## config.mk

```make
export PLATFORM = sky130hd
export DESIGN_NAME = demodulator_path_allocator_flat
export DESIGN_NICKNAME = d
export VERILOG_FILES = /design/src/design/dpa_pkg.sv /design/src/design/dpa_if.sv /design/src/design/dpa_cell.sv /design/src/design/demodulator_path_allocator.sv /design/src/flat_wrapper.sv
export SDC_FILE = /design/constraint.sdc
export NUM_CORES = 1
export LEC_CHECK = 0
export BUFFER_PORTS_ARGS = -buffer_cell sky130_fd_sc_hd__buf_4
export CORE_MARGIN = 2
export CORE_UTILIZATION = 55
export CTS_CLUSTER_DIAMETER = 100
export CTS_CLUSTER_SIZE = 8
export DETAILED_ROUTE_END_ITERATION = 6
export HOLD_SLACK_MARGIN = 0.06
export PLACE_DENSITY = 0.73
export SYNTH_ARGS = -nofsm -noshare
export SYNTH_HDL_FRONTEND = slang
export SYNTH_SLANG_ARGS = --single-unit
export TNS_END_PERCENT = 10
```

## constraint.sdc

```tcl
create_clock -name clk -period 7.6 [get_ports clk]
set_input_delay 1.9 -clock clk [delete_from_list [all_inputs] [get_ports clk]]
set_output_delay 1.9 -clock clk [all_outputs]
set_load 0.05 [all_outputs]
```

## src/design/dpa_pkg.sv

```systemverilog
// Shared types and constants for the demodulator path allocator.
`timescale 1ns / 1ps
package dpa_pkg;

	localparam int DPA_NUM_PATHS = 8;
	localparam int DPA_TAG_BITS  = 16;

	localparam int KIND_W   = 2;
	localparam int TAG_W    = 16;
	localparam int POWER_W  = 10;
	localparam int SF_W     = 4;
	localparam int STATUS_W = 4;
	localparam int PIDX_W   = 3;
	localparam int MASK_W   = 8;
	localparam int OCC_W    = 4;
	localparam int PIU_W    = 4;
	localparam int CFG_IDX_W  = 3;
	localparam int CFG_DATA_W = 10;
	localparam int NUM_SENS   = 6;

	localparam logic [SF_W-1:0] SF_LOW  = 4'd7;
	localparam logic [SF_W-1:0] SF_HIGH = 4'd12;

	localparam logic [PIU_W-1:0] PIU_RESET = 4'd8;
	localparam logic signed [POWER_W-1:0] SENS_SF7_RESET  = -10'sd253;
	localparam logic signed [POWER_W-1:0] SENS_SF8_RESET  = -10'sd258;
	localparam logic signed [POWER_W-1:0] SENS_SF9_RESET  = -10'sd263;
	localparam logic signed [POWER_W-1:0] SENS_SF10_RESET = -10'sd268;
	localparam logic signed [POWER_W-1:0] SENS_SF11_RESET = -10'sd273;
	localparam logic signed [POWER_W-1:0] SENS_SF12_RESET = -10'sd279;

	typedef enum logic [KIND_W-1:0] {
		KIND_RX_START = 2'd0,
		KIND_RX_END   = 2'd1,
		KIND_TX_START = 2'd2,
		KIND_TX_END   = 2'd3
	} kind_t;

	typedef enum logic [STATUS_W-1:0] {
		ST_ACCEPT      = 4'd0,
		ST_DROP_TX     = 4'd1,
		ST_UNDER_SENS  = 4'd2,
		ST_NO_PATH     = 4'd3,
		ST_OK          = 4'd4,
		ST_INTERFERED  = 4'd5,
		ST_TX_START    = 4'd6,
		ST_TX_END      = 4'd7,
		ST_UNKNOWN_TAG = 4'd8,
		ST_BAD_SF      = 4'd9
	} status_t;

	typedef enum logic [CFG_IDX_W-1:0] {
		CFG_PATHS_IN_USE = 3'd0,
		CFG_SENS_SF7     = 3'd1,
		CFG_SENS_SF8     = 3'd2,
		CFG_SENS_SF9     = 3'd3,
		CFG_SENS_SF10    = 3'd4,
		CFG_SENS_SF11    = 3'd5,
		CFG_SENS_SF12    = 3'd6
	} cfg_idx_t;

	// Command broadcast from the controller to every path cell.
	typedef struct packed {
		logic alloc;  // lock the first free enabled cell on the tag
		logic retire; // free the first busy cell whose tag matches
		logic flush;  // free every cell
	} cell_cmd_t;

endpackage

```

## src/design/dpa_if.sv

```systemverilog
// Valid/ready channels carrying request and result words.
`timescale 1ns / 1ps
interface dpa_req_if;
	import dpa_pkg::*;
	logic                      valid;
	logic                      ready;
	logic [KIND_W-1:0]         kind;
	logic [TAG_W-1:0]          rx_tag;
	logic signed [POWER_W-1:0] rx_power;
	logic [SF_W-1:0]           spreading_factor;
	logic                      interfered;

	modport source (output valid, kind, rx_tag, rx_power, spreading_factor, interfered,
		input ready);
	modport sink (input valid, kind, rx_tag, rx_power, spreading_factor, interfered,
		output ready);
endinterface

interface dpa_rsp_if;
	import dpa_pkg::*;
	logic                valid;
	logic                ready;
	logic [STATUS_W-1:0] status;
	logic [PIDX_W-1:0]   path_index;
	logic [MASK_W-1:0]   interrupted_mask;
	logic [OCC_W-1:0]    occupied_count;

	modport source (output valid, status, path_index, interrupted_mask, occupied_count,
		input ready);
	modport sink (input valid, status, path_index, interrupted_mask, occupied_count,
		output ready);
endinterface

```

## src/design/dpa_cell.sv

```systemverilog
// One demodulator path: busy flag, locked tag and priority chain links.
`timescale 1ns / 1ps
module dpa_cell
	import dpa_pkg::*;
#(
	parameter int TAG_BITS = DPA_TAG_BITS
) (
	input  logic                clk,
	input  logic                arst_n,
	input  cell_cmd_t           cmd,
	input  logic                enabled,
	input  logic [TAG_BITS-1:0] tag,
	input  logic                free_in,  // a lower cell already offers itself
	input  logic                match_in, // a lower cell already matches
	output logic                free_out,
	output logic                match_out,
	output logic                alloc_win,
	output logic                match_win,
	output logic                busy
);

	logic                busy_q;
	logic [TAG_BITS-1:0] tag_q;
	logic                is_free;
	logic                is_match;

	assign is_free   = enabled && !busy_q;
	assign is_match  = busy_q && (tag_q == tag);
	assign alloc_win = is_free && !free_in;
	assign match_win = is_match && !match_in;
	assign free_out  = free_in || is_free;
	assign match_out = match_in || is_match;
	assign busy      = busy_q;

	always_ff @(posedge clk or negedge arst_n) begin
		if (!arst_n) begin
			busy_q <= 1'b0;
		end else if (cmd.flush) begin
			busy_q <= 1'b0;
		end else if (cmd.alloc && alloc_win) begin
			busy_q <= 1'b1;
		end else if (cmd.retire && match_win) begin
			busy_q <= 1'b0;
		end
	end

	// tag is only read while busy, so it needs no reset
	always_ff @(posedge clk) begin
		if (cmd.alloc && alloc_win) begin
			tag_q <= tag;
		end
	end

endmodule

```

## src/design/demodulator_path_allocator.sv

```systemverilog
// Top level of the demodulator path allocator: controller and row of path cells.
`timescale 1ns / 1ps
// Demodulator path allocator. Each request word (reception start/end, transmit
// start/end) yields exactly one result word. The block takes one request per
// clock: the paths form a row of cells, and the free-path search and tag match
// ripple through that row as priority chains within the cycle, so path 0 wins
// over path 1 and so on. The result sits in an output register from the cycle after
// acceptance; a new request is taken in the same cycle that the pending result
// is taken, so throughput is one word per clock while the sink keeps up.
// Configuration is a plain write port: index 0 sets paths_in_use (and frees
// every path), indexes 1..6 set the SF7..SF12 sensitivity thresholds in signed
// half-dBm units, higher indexes are ignored. Write configuration only while
// idle. No clearing pass is needed after reset.
module demodulator_path_allocator
	import dpa_pkg::*;
#(
	parameter int NUM_PATHS = DPA_NUM_PATHS,
	parameter int TAG_BITS  = DPA_TAG_BITS
) (
	input  logic                  clk,
	input  logic                  arst_n,
	dpa_req_if.sink               req,
	dpa_rsp_if.source             rsp,
	input  logic                  cfg_we,
	input  logic [CFG_IDX_W-1:0]  cfg_index,
	input  logic [CFG_DATA_W-1:0] cfg_data
);

	localparam int IDX_W = (NUM_PATHS > 1) ? $clog2(NUM_PATHS) : 1;
	localparam int CNT_W = $clog2(NUM_PATHS + 1);

	// configuration
	logic [PIU_W-1:0]          paths_q;
	logic signed [POWER_W-1:0] sens_q [NUM_SENS];

	// control state
	logic                      tx_q;
	logic [CNT_W-1:0]          count_q;

	// cell row
	cell_cmd_t                 cmd;
	logic [NUM_PATHS-1:0]      enabled;
	logic [NUM_PATHS:0]        free_chain;
	logic [NUM_PATHS:0]        match_chain;
	logic [NUM_PATHS-1:0]      alloc_win;
	logic [NUM_PATHS-1:0]      match_win;
	logic [NUM_PATHS-1:0]      busy_vec;
	logic [TAG_BITS-1:0]       tag;

	// decision
	logic                      accept;
	logic                      cfg_flush;
	logic                      sf_ok;
	logic signed [POWER_W-1:0] sens_sel;
	logic [IDX_W-1:0]          alloc_idx;
	logic [IDX_W-1:0]          match_idx;
	status_t                   status_d;
	logic [IDX_W-1:0]          idx_d;
	logic [NUM_PATHS-1:0]      mask_d;
	logic [CNT_W-1:0]          count_d;
	logic                      tx_d;

	// output register
	logic                      rsp_valid_q;
	status_t                   status_q;
	logic [PIDX_W-1:0]         idx_q;
	logic [MASK_W-1:0]         mask_q;
	logic [OCC_W-1:0]          occ_q;

	assign req.ready = !rsp_valid_q || rsp.ready;
	assign accept    = req.valid && req.ready;
	assign tag       = TAG_BITS'(req.rx_tag);
	assign cfg_flush = cfg_we && (cfg_index == CFG_PATHS_IN_USE);

	assign free_chain[0]  = 1'b0;
	assign match_chain[0] = 1'b0;

	for (genvar i = 0; i < NUM_PATHS; i++) begin : g_path
		assign enabled[i] = (PIU_W'(i) < paths_q);

		dpa_cell #(
			.TAG_BITS(TAG_BITS)
		) u_cell (
			.clk      (clk),
			.arst_n   (arst_n),
			.cmd      (cmd),
			.enabled  (enabled[i]),
			.tag      (tag),
			.free_in  (free_chain[i]),
			.match_in (match_chain[i]),
			.free_out (free_chain[i+1]),
			.match_out(match_chain[i+1]),
			.alloc_win(alloc_win[i]),
			.match_win(match_win[i]),
			.busy     (busy_vec[i])
		);
	end

	// winners are one-hot, so OR of their indexes encodes them
	always_comb begin
		alloc_idx = '0;
		match_idx = '0;
		for (int i = 0; i < NUM_PATHS; i++) begin
			if (alloc_win[i]) alloc_idx = alloc_idx | IDX_W'(i);
			if (match_win[i]) match_idx = match_idx | IDX_W'(i);
		end
	end

	assign sf_ok = (req.spreading_factor >= SF_LOW) && (req.spreading_factor <= SF_HIGH);

	always_comb begin
		case (req.spreading_factor)
			4'd7:    sens_sel = sens_q[0];
			4'd8:    sens_sel = sens_q[1];
			4'd9:    sens_sel = sens_q[2];
			4'd10:   sens_sel = sens_q[3];
			4'd11:   sens_sel = sens_q[4];
			default: sens_sel = sens_q[5];
		endcase
	end

	always_comb begin
		cmd      = '0;
		status_d = ST_TX_END;
		idx_d    = '0;
		mask_d   = '0;
		count_d  = count_q;
		tx_d     = tx_q;
		unique case (kind_t'(req.kind))
			KIND_RX_START: begin
				if (tx_q) begin
					status_d = ST_DROP_TX;
				end else if (!sf_ok) begin
					status_d = ST_BAD_SF;
				end else if (!free_chain[NUM_PATHS]) begin
					status_d = ST_NO_PATH;
				end else if (req.rx_power < sens_sel) begin
					status_d = ST_UNDER_SENS;
				end else begin
					status_d  = ST_ACCEPT;
					cmd.alloc = accept;
					idx_d     = alloc_idx;
					count_d   = count_q + CNT_W'(1);
				end
			end
			KIND_RX_END: begin
				if (!match_chain[NUM_PATHS]) begin
					status_d = ST_UNKNOWN_TAG;
				end else begin
					status_d   = req.interfered ? ST_INTERFERED : ST_OK;
					cmd.retire = accept;
					idx_d      = match_idx;
					if (count_q != '0) count_d = count_q - CNT_W'(1);
				end
			end
			KIND_TX_START: begin
				status_d  = ST_TX_START;
				mask_d    = busy_vec;
				cmd.flush = accept;
				count_d   = '0;
				tx_d      = 1'b1;
			end
			KIND_TX_END: begin
				status_d = ST_TX_END;
				tx_d     = 1'b0;
			end
			default: begin
				status_d = ST_TX_END;
			end
		endcase
		if (cfg_flush) cmd.flush = 1'b1;
	end

	always_ff @(posedge clk or negedge arst_n) begin
		if (!arst_n) begin
			paths_q <= PIU_RESET;
			sens_q[0] <= SENS_SF7_RESET;
			sens_q[1] <= SENS_SF8_RESET;
			sens_q[2] <= SENS_SF9_RESET;
			sens_q[3] <= SENS_SF10_RESET;
			sens_q[4] <= SENS_SF11_RESET;
			sens_q[5] <= SENS_SF12_RESET;
		end else if (cfg_we) begin
			unique case (cfg_index)
				CFG_PATHS_IN_USE: paths_q   <= cfg_data[PIU_W-1:0];
				CFG_SENS_SF7:     sens_q[0] <= cfg_data;
				CFG_SENS_SF8:     sens_q[1] <= cfg_data;
				CFG_SENS_SF9:     sens_q[2] <= cfg_data;
				CFG_SENS_SF10:    sens_q[3] <= cfg_data;
				CFG_SENS_SF11:    sens_q[4] <= cfg_data;
				CFG_SENS_SF12:    sens_q[5] <= cfg_data;
				default: ;
			endcase
		end
	end

	always_ff @(posedge clk or negedge arst_n) begin
		if (!arst_n) begin
			tx_q    <= 1'b0;
			count_q <= '0;
		end else if (cfg_flush) begin
			count_q <= '0;
		end else if (accept) begin
			tx_q    <= tx_d;
			count_q <= count_d;
		end
	end

	always_ff @(posedge clk or negedge arst_n) begin
		if (!arst_n) begin
			rsp_valid_q <= 1'b0;
		end else if (req.ready) begin
			rsp_valid_q <= req.valid;
		end
	end

	always_ff @(posedge clk) begin
		if (accept) begin
			status_q <= status_d;
			idx_q    <= PIDX_W'(idx_d);
			mask_q   <= MASK_W'(mask_d);
			occ_q    <= OCC_W'(count_d);
		end
	end

	assign rsp.valid            = rsp_valid_q;
	assign rsp.status           = status_q;
	assign rsp.path_index       = idx_q;
	assign rsp.interrupted_mask = mask_q;
	assign rsp.occupied_count   = occ_q;

endmodule
```

## src/flat_wrapper.sv

```systemverilog
// flat-port wrapper written by rule: the top's interface ports become plain ports
module demodulator_path_allocator_flat import dpa_pkg::*;
#(
	parameter int NUM_PATHS = DPA_NUM_PATHS,
	parameter int TAG_BITS  = DPA_TAG_BITS
)
  (clk, arst_n, cfg_we, cfg_index, cfg_data, req_valid, req_kind, req_rx_tag, req_rx_power, req_spreading_factor, req_interfered, req_ready, rsp_valid, rsp_status, rsp_path_index, rsp_interrupted_mask, rsp_occupied_count, rsp_ready);
  dpa_req_if req_i ();
  dpa_rsp_if rsp_i ();
  input  logic clk;
  input  logic arst_n;
  input  logic cfg_we;
  input  logic [CFG_IDX_W-1:0] cfg_index;
  input  logic [CFG_DATA_W-1:0] cfg_data;
  input wire logic [$bits(req_i.valid)-1:0] req_valid;
  input wire logic [$bits(req_i.kind)-1:0] req_kind;
  input wire logic [$bits(req_i.rx_tag)-1:0] req_rx_tag;
  input wire logic [$bits(req_i.rx_power)-1:0] req_rx_power;
  input wire logic [$bits(req_i.spreading_factor)-1:0] req_spreading_factor;
  input wire logic [$bits(req_i.interfered)-1:0] req_interfered;
  output wire logic [$bits(req_i.ready)-1:0] req_ready;
  output wire logic [$bits(rsp_i.valid)-1:0] rsp_valid;
  output wire logic [$bits(rsp_i.status)-1:0] rsp_status;
  output wire logic [$bits(rsp_i.path_index)-1:0] rsp_path_index;
  output wire logic [$bits(rsp_i.interrupted_mask)-1:0] rsp_interrupted_mask;
  output wire logic [$bits(rsp_i.occupied_count)-1:0] rsp_occupied_count;
  input wire logic [$bits(rsp_i.ready)-1:0] rsp_ready;
  assign req_i.valid = req_valid;
  assign req_i.kind = req_kind;
  assign req_i.rx_tag = req_rx_tag;
  assign req_i.rx_power = req_rx_power;
  assign req_i.spreading_factor = req_spreading_factor;
  assign req_i.interfered = req_interfered;
  assign req_ready = req_i.ready;
  assign rsp_valid = rsp_i.valid;
  assign rsp_status = rsp_i.status;
  assign rsp_path_index = rsp_i.path_index;
  assign rsp_interrupted_mask = rsp_i.interrupted_mask;
  assign rsp_occupied_count = rsp_i.occupied_count;
  assign rsp_i.ready = rsp_ready;
  demodulator_path_allocator #(.NUM_PATHS(NUM_PATHS), .TAG_BITS(TAG_BITS)) u_core (.clk(clk), .arst_n(arst_n), .req(req_i), .rsp(rsp_i), .cfg_we(cfg_we), .cfg_index(cfg_index), .cfg_data(cfg_data));
endmodule
```

Word level (Yosys, flattened, before mapping)
Index checks and enable logic that the tools add are counted.

Logic and storage cells: 245. Flip-flop bits (word level): 225. Input port bits: 51.

Order comparisons: 11. Eq/ne operators: 22. Bitwise operators: 1. Mux-type cells: 71. Reduce and logical (&&, ||, !) cells: 108. Add/subtract/negate cells: 2.

Operators with widths (number): $eq A16 B16 Y1 (8); $pmux W10 S5 (1); $logic_and A1 B1 Y1 (49); $mux W4 (11); $mux W3 (13); $mux W1 (36); $reduce_bool A3 Y1 (8); $logic_not A1 Y1 (23); $eq A4 B4 Y1 const B (4); $lt A3 B4 Y1 const A (4); $pmux W4 S4 (1); $logic_or A1 B1 Y1 (15); $reduce_and A2 Y1 (7); $mux W2 (6); $pmux W4 S3 (1); $lt A10 B10 Y1 (1); $eq A3 B3 Y1 const B (3); $lt A1 B4 Y1 const A (2); $lt A2 B4 Y1 const A (2); $eq A3 B2 Y1 const B (2); $pmux W3 S2 (1); $add A4 B1 Y4 const B (1); $eq A2 B2 Y1 const B (2); $eq A4 B3 Y1 const B (1); 12 further kinds (13).

Logic depth before layout (Yosys ltp)
Gate-level depths: netlist (run 1).

Word-level depth: 16. Gate-level depth with buffers: 17. Mapped depth without buffers: 14.

Hierarchy
From an unflattened synthesis (run 1), not the netlist that was laid out.

Cells, all modules: 881. Area, all modules: 11277.1 µm².

By module, submodules not included: dpa_cell (cells each 64, area an instance 830.8 µm², instances 8); demodulator_path_allocator (cells each 369, area an instance 4630.7 µm², instances 1).

Least setup slack after synthesis (run 1)
Ideal clock, no wire load.

Kind: in2reg. Start: input port req_spreading_factor[0]. End: register u_core.g_path[4].u_cell.tag_q[0] (enable). Setup time: 0.408 ns. Setup slack: 1.450 ns. Data arrival time: 5.742 ns. Buffers on the path: 2. Data required time: 7.192 ns. Stages: 13. Path through: buf_2 -> buf_1 -> mux4_2 -> a22o_1 -> a21oi_1 -> ha_1 -> and4_1 -> nand4_1 -> a2111oi_2 -> o21ai_2 -> nor2_8 -> nand3_4 -> a2111oi_2.

Cells in the longest elaborated chain, start to end: 9.

RTL lines: start: declaration (line flat_wrapper.sv:19) `input wire logic [$bits(req_i.spreading_factor)-1:0] req_spreading_factor;`; $eq A4 B4 Y1 / $eq A4 B3 Y1 (equally long branches) (line demodulator_path_allocator.sv:112) `case (req.spreading_factor)`; $pmux W10 S5 (line demodulator_path_allocator.sv:112); $lt A10 B10 Y1 (line demodulator_path_allocator.sv:137) `end else if (req.rx_power < sens_sel) begin`; $mux W1 (line demodulator_path_allocator.sv:137); $mux W1 (line demodulator_path_allocator.sv:135) `end else if (!free_chain[NUM_PATHS]) begin`; $mux W1 * (line demodulator_path_allocator.sv:133) `end else if (!sf_ok) begin`; $mux W1 * (line demodulator_path_allocator.sv:131) `if (tx_q) begin`; $mux W1 * (line demodulator_path_allocator.sv:129) `unique case (kind_t'(req.kind))`; $logic_and A1 B1 Y1 * (line dpa_cell.sv:49) `if (cmd.alloc && alloc_win) begin`; end signal: assignment (line dpa_cell.sv:50) `tag_q <= tag;`; end: declaration (line dpa_cell.sv:23) `logic [TAG_BITS-1:0] tag_q;`.

Every way passes the cells marked *; elsewhere a longest branch is shown, timed or not. A chain may end at the register's enable or synchronous reset.

Worst setup path after layout (run 1)
Start: input port req_spreading_factor[2]. End: register u_core.g_path[3].u_cell.tag_q[2] (enable).

Cells in the longest elaborated chain, start to end: 9.

RTL lines (line): $eq A4 B4 Y1 / $eq A4 B3 Y1 (equally long branches) (demodulator_path_allocator.sv:112); $pmux W10 S5 (demodulator_path_allocator.sv:112); $lt A10 B10 Y1 (demodulator_path_allocator.sv:137); $mux W1 (demodulator_path_allocator.sv:137); $mux W1 (demodulator_path_allocator.sv:135); $mux W1 * (demodulator_path_allocator.sv:133); $mux W1 * (demodulator_path_allocator.sv:131); $mux W1 * (demodulator_path_allocator.sv:129); $logic_and A1 B1 Y1 * (dpa_cell.sv:49); end signal: assignment (dpa_cell.sv:50); end: declaration (dpa_cell.sv:23).

Marked as above.

==> flow_summary.yaml, run 1 <==
clock_network:
  cts-root-buf: "clkbuf_16"
  clk_pin_slew_ps: 50
  cts_resized: 0
  cts_hold_buf: 0
  clkLatencyLatePin_ps: 520
  htree_levels: 2
  cts_buffers: 34
  tritoncts: "yes"
  cts_setup_buffers: 0
  clock-sinks: 225
  cts_buffer_depth: 3
power:
  swShare: 0.250
  clkPwrFrac: 0.424
  pwr-share-seq: 0.460
  vdd_ir_drop_max_mv: 0.198
  power.density_nw_per_um2: 260
  pwr-share-comb: 0.116
  power.internal_uw: 2450
  p_switching_uw: 815
  p_leak_uw: 0.00453
floorplan:
  initial_core_util: 0.559
  die_w_um: 144
  rows: 51
  dieArea_um2: 20900
  io_pins: 72
  die_h_um: 144
  core_um2: 19400
setup_path:
  crit_type: "input pin to flip-flop"
  r2r_slack_ps: 3510
  required_ps: 7750
  cp.arrival_ps: 5780
  crit_path_end_kind: "flip-flop"
  startpoint_type: "input pin"
  critPathMaxFanout: 16
global_routing:
  grt_use_met2: 0.398
  grt_usage: 0.252
  overflow: 0
  grt_pass1_vias: 7151
  grt_max_degree: 79
  top_usage_layer: "met2"
  grt_pass1_wl_um: 39700
  antenna_found_initial: 0
  use_met1: 0.363
  grtUsageMet3: 0.0470
cells_and_area:
  insertedDiodeCount: 0
  fin_nets: 955
  area_growth_pct: 15.7
  drive_gt1_frac: 0.270
  final_cells: 1182
detailed_routing:
  routed_via_density: 6.06
  drt.antenna.violating_nets: 0
  dr.pass1.iters: 5
  drc: 0
  wire_per_inst_um: 21.8
  drt_wl_total_um: 25800
  drt_iter0_drc: 564
  vias: 7167
place:
  port_buffers: 71
  place_congestion: 0.946
  dp.cells: 1122
  dp_hpwl_um: 17000
yosys:
  synth-main-ff-cell: "edfxtp_1"
  synthesis.nets: 882
  postSynthCellCount: 820
  ys_types: 80
  synthesis.area_um2: 10900
  synth_top_area_cell: "edfxtp_1"
  async_reset_ff_frac: 0.347
  synth_area_per_cell_um2: 13.2
  yosysMostFrequentCell: "edfxtp_1"
  synth_area_leaders: "edfxtp_1, dfstp_2, dfrtp_1"
  yosys-top-cells-count: "edfxtp_1, xnor2_1, mux2_2"
  synth_warnings: 0
  yosys.area.top_type_share: 0.407
  ys_ff_latch: 225
  ys_seq_area_frac: 0.591
  synth_edf_count: 147
sta:
  fin_crit_ps: 5620
  setup_viol: 0
  fin_setup_tns_ps: 0
  rsz0062_at_grt: "no"
  fin_crit_sh: 0.740
  worst_pin_slew_ps: 1180
  fmax_ghz: 0.178
  maxSlewHeadroom: 0.208
  finalMaxSlewViolations: 0
  hold_viol_final: 0
  skew_ps: 22.8
run_status:
  status: "completed"
run:
  maxCapViolCount: 0
worst_hold_path:
  min_path_type: "flip-flop to flip-flop"
[area by class of cell]
| class | instances | area [um^2] |
|---|---|---|
| clock buffers | 56 | 933 |
| clock inverters | 4 | 67.6 |
| fillers | 1504 | 6850 |
| inverters | 14 | 52.6 |
| multi-input cells | 541 | 4170 |
| flip-flops and latches | 225 | 6420 |
| well taps | 265 | 332 |
| repair buffers | 77 | 578 |
[per-stage QoR]
stage	util	cell area (um^2)	hold slack, ps	power [uW]	setup slack (ps)
6_report	0.647	12500	511	3260	1980
5_1_grt	0.647	12500	518	3380	1660
4_1_cts	0.647	12500	510	3280	2000
3_5_place_dp	0.595	11500	498	1900	1480
3_3_place_gp	0.595	11500	493	1880	1640
2_1_floorplan	-	10900	474	1760	1450
[power groups by stage]
stage | Combinational [uW] | Sequential (uW) | Clock (uW)
2_1_floorplan | 258 | 1510 | 0
3_3_place_gp | 363 | 1520 | 0
3_5_place_dp | 379 | 1520 | 0
4_1_cts | 381 | 1500 | 1400
5_1_grt | 413 | 1510 | 1460
6_report | 380 | 1500 | 1380
[worst paths after layout]
path,startpoint,to,cells after the start
setup / recovery,req_spreading_factor[2],u_core.g_path[3].u_cell.tag_q[2],14
hold / removal,u_core.sens_q[32],u_core.sens_q[32],1
setup reg to reg,u_core.sens_q[59],u_core.g_path[3].u_cell.tag_q[2],11
hold reg to reg,u_core.sens_q[32],u_core.sens_q[32],1
max in group asynchronous,arst_n,u_core.sens_q[8],1
min in group asynchronous,arst_n,u_core.sens_q[4],1
[worst max-delay path, stage by stage]
cell	delay (ps)
buf_4	130
nand2b_1	330
nor2_1	220
a32o_1	170
nand3_1	80
a32o_1	280
ha_1	310
and4_1	230
nand4_1	110
a2111oi_2	400
o21ai_2	210
nor3_1	660
nand2_1	220
inv_1	510
[kinds of logic after synthesis]
| group | synth area share |
|---|---|
| flops | 0.591 |
| simple gates | 0.112 |
| xor+xnor | 0.106 |
| compound gates | 0.0713 |
| mux | 0.0800 |
| buf+inv | 0.0259 |
| fa+ha+maj | 0.0127 |
[flip-flops by register name, summed over array words and instances, names as in the netlist, 3 cells and up]
| register | cells |
|---|---|
| u_core.g_path.u_cell.busy | 8 |
| u_core.count_q | 4 |
| u_core.g_path.u_cell.tag_q | 128 |
| u_core.rsp.path_index | 3 |
| u_core.paths_q | 4 |
| u_core.sens_q | 60 |
| u_core.rsp.occupied_count | 4 |
| u_core.rsp.interrupted_mask | 8 |
| u_core.rsp.status | 4 |
[cells in the final DEF (no fill, tap or decap), types with 22 or more instances in the layout]
| cell type | synthesis | routed |
|---|---|---|
| edfxtp_1 | 147 | 147 |
| buf_4 | 6 | 77 |
| xnor2_1 | 69 | 69 |
| mux2_2 | 64 | 64 |
| xor2_1 | 61 | 61 |
| nand2_1 | 54 | 54 |
| dfstp_2 | 40 | 40 |
| dfrtp_1 | 38 | 38 |
| clkbuf_16 | 0 | 34 |
| nor2_1 | 26 | 26 |
| nand4_1 | 24 | 24 |
| a21oi_1 | 22 | 22 |
| clkbuf_1 | 16 | 22 |
[per-layer routing]
layer	wire length [um]	up-vias
li1	-	3202
met2	11900	291
met1	11600	3634
met3	1740	40
met5	0	-
met4	492	0
(Power assumes the default switching activity.)
==> run 2, diff against run 1 <==
--- a/config.mk
+++ b/config.mk
@@ -12,7 +12,7 @@
 export CTS_CLUSTER_SIZE = 8
 export DETAILED_ROUTE_END_ITERATION = 6
 export HOLD_SLACK_MARGIN = 0.06
-export PLACE_DENSITY = 0.73
+export PLACE_DENSITY = 0.76
 export SYNTH_ARGS = -nofsm -noshare
 export SYNTH_HDL_FRONTEND = slang
 export SYNTH_SLANG_ARGS = --single-unit
==> constraint.sdc (replaced) <==
create_clock -name clk -period 4.6 [get_ports clk]
set_input_delay 1.15 -clock clk [delete_from_list [all_inputs] [get_ports clk]]
set_output_delay 1.15 -clock clk [all_outputs]
set_load 0.05 [all_outputs]
==> flow_summary.yaml, run 2 (same netlist as run 1, synthesis figures left out) <==
clock_network:
  htree_levels: 2
  cts_setup_buffers: 0
  clock-sinks: 225
  cts-root-buf: "clkbuf_16"
  cts_resized: 0
  clkLatencyLatePin_ps: 520
  tritoncts: "yes"
  cts_buffer_depth: 3
  cts_buffers: 34
  cts_hold_buf: 0
  clk_pin_slew_ps: 50
cells_and_area:
  reg_top3: "u_core.g_path.u_cell.tag_q: 128 flops, u_core.sens_q: 60 flops"
  drive_gt1_frac: 0.297
  regMostFlops: "u_core.g_path.u_cell.tag_q"
  insertedDiodeCount: 0
  layout_commonest_cell: "edfxtp_1"
  area_growth_pct: 18.2
  mostFrequentLayoutCells: "edfxtp_1, buf_4, xnor2_1, mux2_2, xor2_1"
  fin_nets: 983
  fillerInstances: 1435
  largest_reg_flops: 128
detailed_routing:
  vias: 7081
  routed_via_density: 5.88
  drc: 0
  drt_iter0_drc: 466
  drt.antenna.violating_nets: 0
  drt_wl_total_um: 23800
  dr.pass1.iters: 5
  wire_per_inst_um: 19.7
setup_path:
  startpoint_type: "input pin"
  crit_path_end_kind: "flip-flop"
  crit_type: "input pin to flip-flop"
  critPathMaxFanout: 17
  r2r_slack_ps: 830
  cp.arrival_ps: 4370
  required_ps: 4720
global_routing:
  overflow: 0
  antenna_found_initial: 0
  grt_max_degree: 79
  grt_pass1_wl_um: 37300
  grt_pass1_vias: 6886
  grt_usage: 0.234
floorplan:
  dieArea_um2: 20900
  core_um2: 19400
  initial_core_util: 0.559
  die_w_um: 144
  rows: 51
  die_h_um: 144
  io_pins: 72
sta:
  skew_ps: 20.8
  fmax_ghz: 0.235
  fin_crit_sh: 0.924
  setup_viol: 0
  rsz0062_at_grt: "no"
  fin_setup_tns_ps: 0
  hold_viol_final: 0
  fin_crit_ps: 4250
  finalMaxSlewViolations: 0
  worst_pin_slew_ps: 1100
  maxSlewHeadroom: 0.264
place:
  dp_hpwl_um: 15700
  port_buffers: 71
  place_congestion: 0.892
power:
  power_uw: 5370
  power.density_nw_per_um2: 419
  vdd_ir_drop_max_mv: 0.329
  p_leak_uw: 0.00468
run_status:
  status: "completed"
run:
  maxCapViolCount: 0
worst_hold_path:
  min_path_type: "flip-flop to flip-flop"
[run 2: stage by stage]
stage / setup slack (ps) / std cells / hold slack (ps) / utilization / instance area, um^2
2_1_floorplan: 23.3 / 820 / 474 / - / 10900
3_3_place_gp: -74.0 / 1150 / 484 / 0.611 / 11800
3_5_place_dp: -136 / 1150 / 495 / 0.611 / 11800
4_1_cts: 345 / 1205 / 506 / 0.661 / 12800
5_1_grt: 51.4 / 1205 / 527 / 0.661 / 12800
6_report: 348 / 1205 / 506 / 0.661 / 12800
[run 2: routing by layer]
metal  part of all wire  GRT usage
met1               0.45      0.336
met2               0.45      0.361
met3              0.076     0.0440
met4              0.024     0.0772
met5                  0          0
[run 2: critical path: stages]
cell and delay, ps:
buf_4 100, nor2b_1 270, nand3_1 280, nand2_1 200
o21ai_0 90, ha_1 300, and2_0 190, nand4_1 170
a2111oi_4 360, o21ai_2 160, nor2_8 120, nand3_4 90
a2111oi_4 880
[run 2: where the power goes]
| part | internal, uW | switching, uW | total [uW] |
|---|---|---|---|
| clock | 1380 | 881 | 2260 |
| sequential | 2370 | 101 | 2470 |
| combinational | 301 | 346 | 647 |
[run 2: final timing paths]
| path | start | to | cells past startpoint |
|---|---|---|---|
| worst max-delay path | req_spreading_factor[2] | u_core.g_path[4].u_cell.tag_q[15] | 13 |
| worst min-delay path | u_core.sens_q[20] | u_core.sens_q[20] | 1 |
| worst max register to register | u_core.sens_q[17] | u_core.g_path[7].u_cell.tag_q[9] | 13 |
| worst min register to register | u_core.sens_q[20] | u_core.sens_q[20] | 1 |
| max in group asynchronous | arst_n | u_core.sens_q[14] | 1 |
| min in group asynchronous | arst_n | u_core.count_q[2] | 1 |
[run 2: area by class of cell]
cell class | instances | area (um^2) | area share
Clock buffer | 51 | 915 | 0.0713
Inverter | 14 | 52.6 | 0.00410
Tap cell | 265 | 332 | 0.0258
Sequential cell | 225 | 6420 | 0.500
Timing Repair Buffer | 105 | 851 | 0.0663
Clock inverter | 4 | 71.3 | 0.00556
Multi-Input combinational cell | 541 | 4190 | 0.327
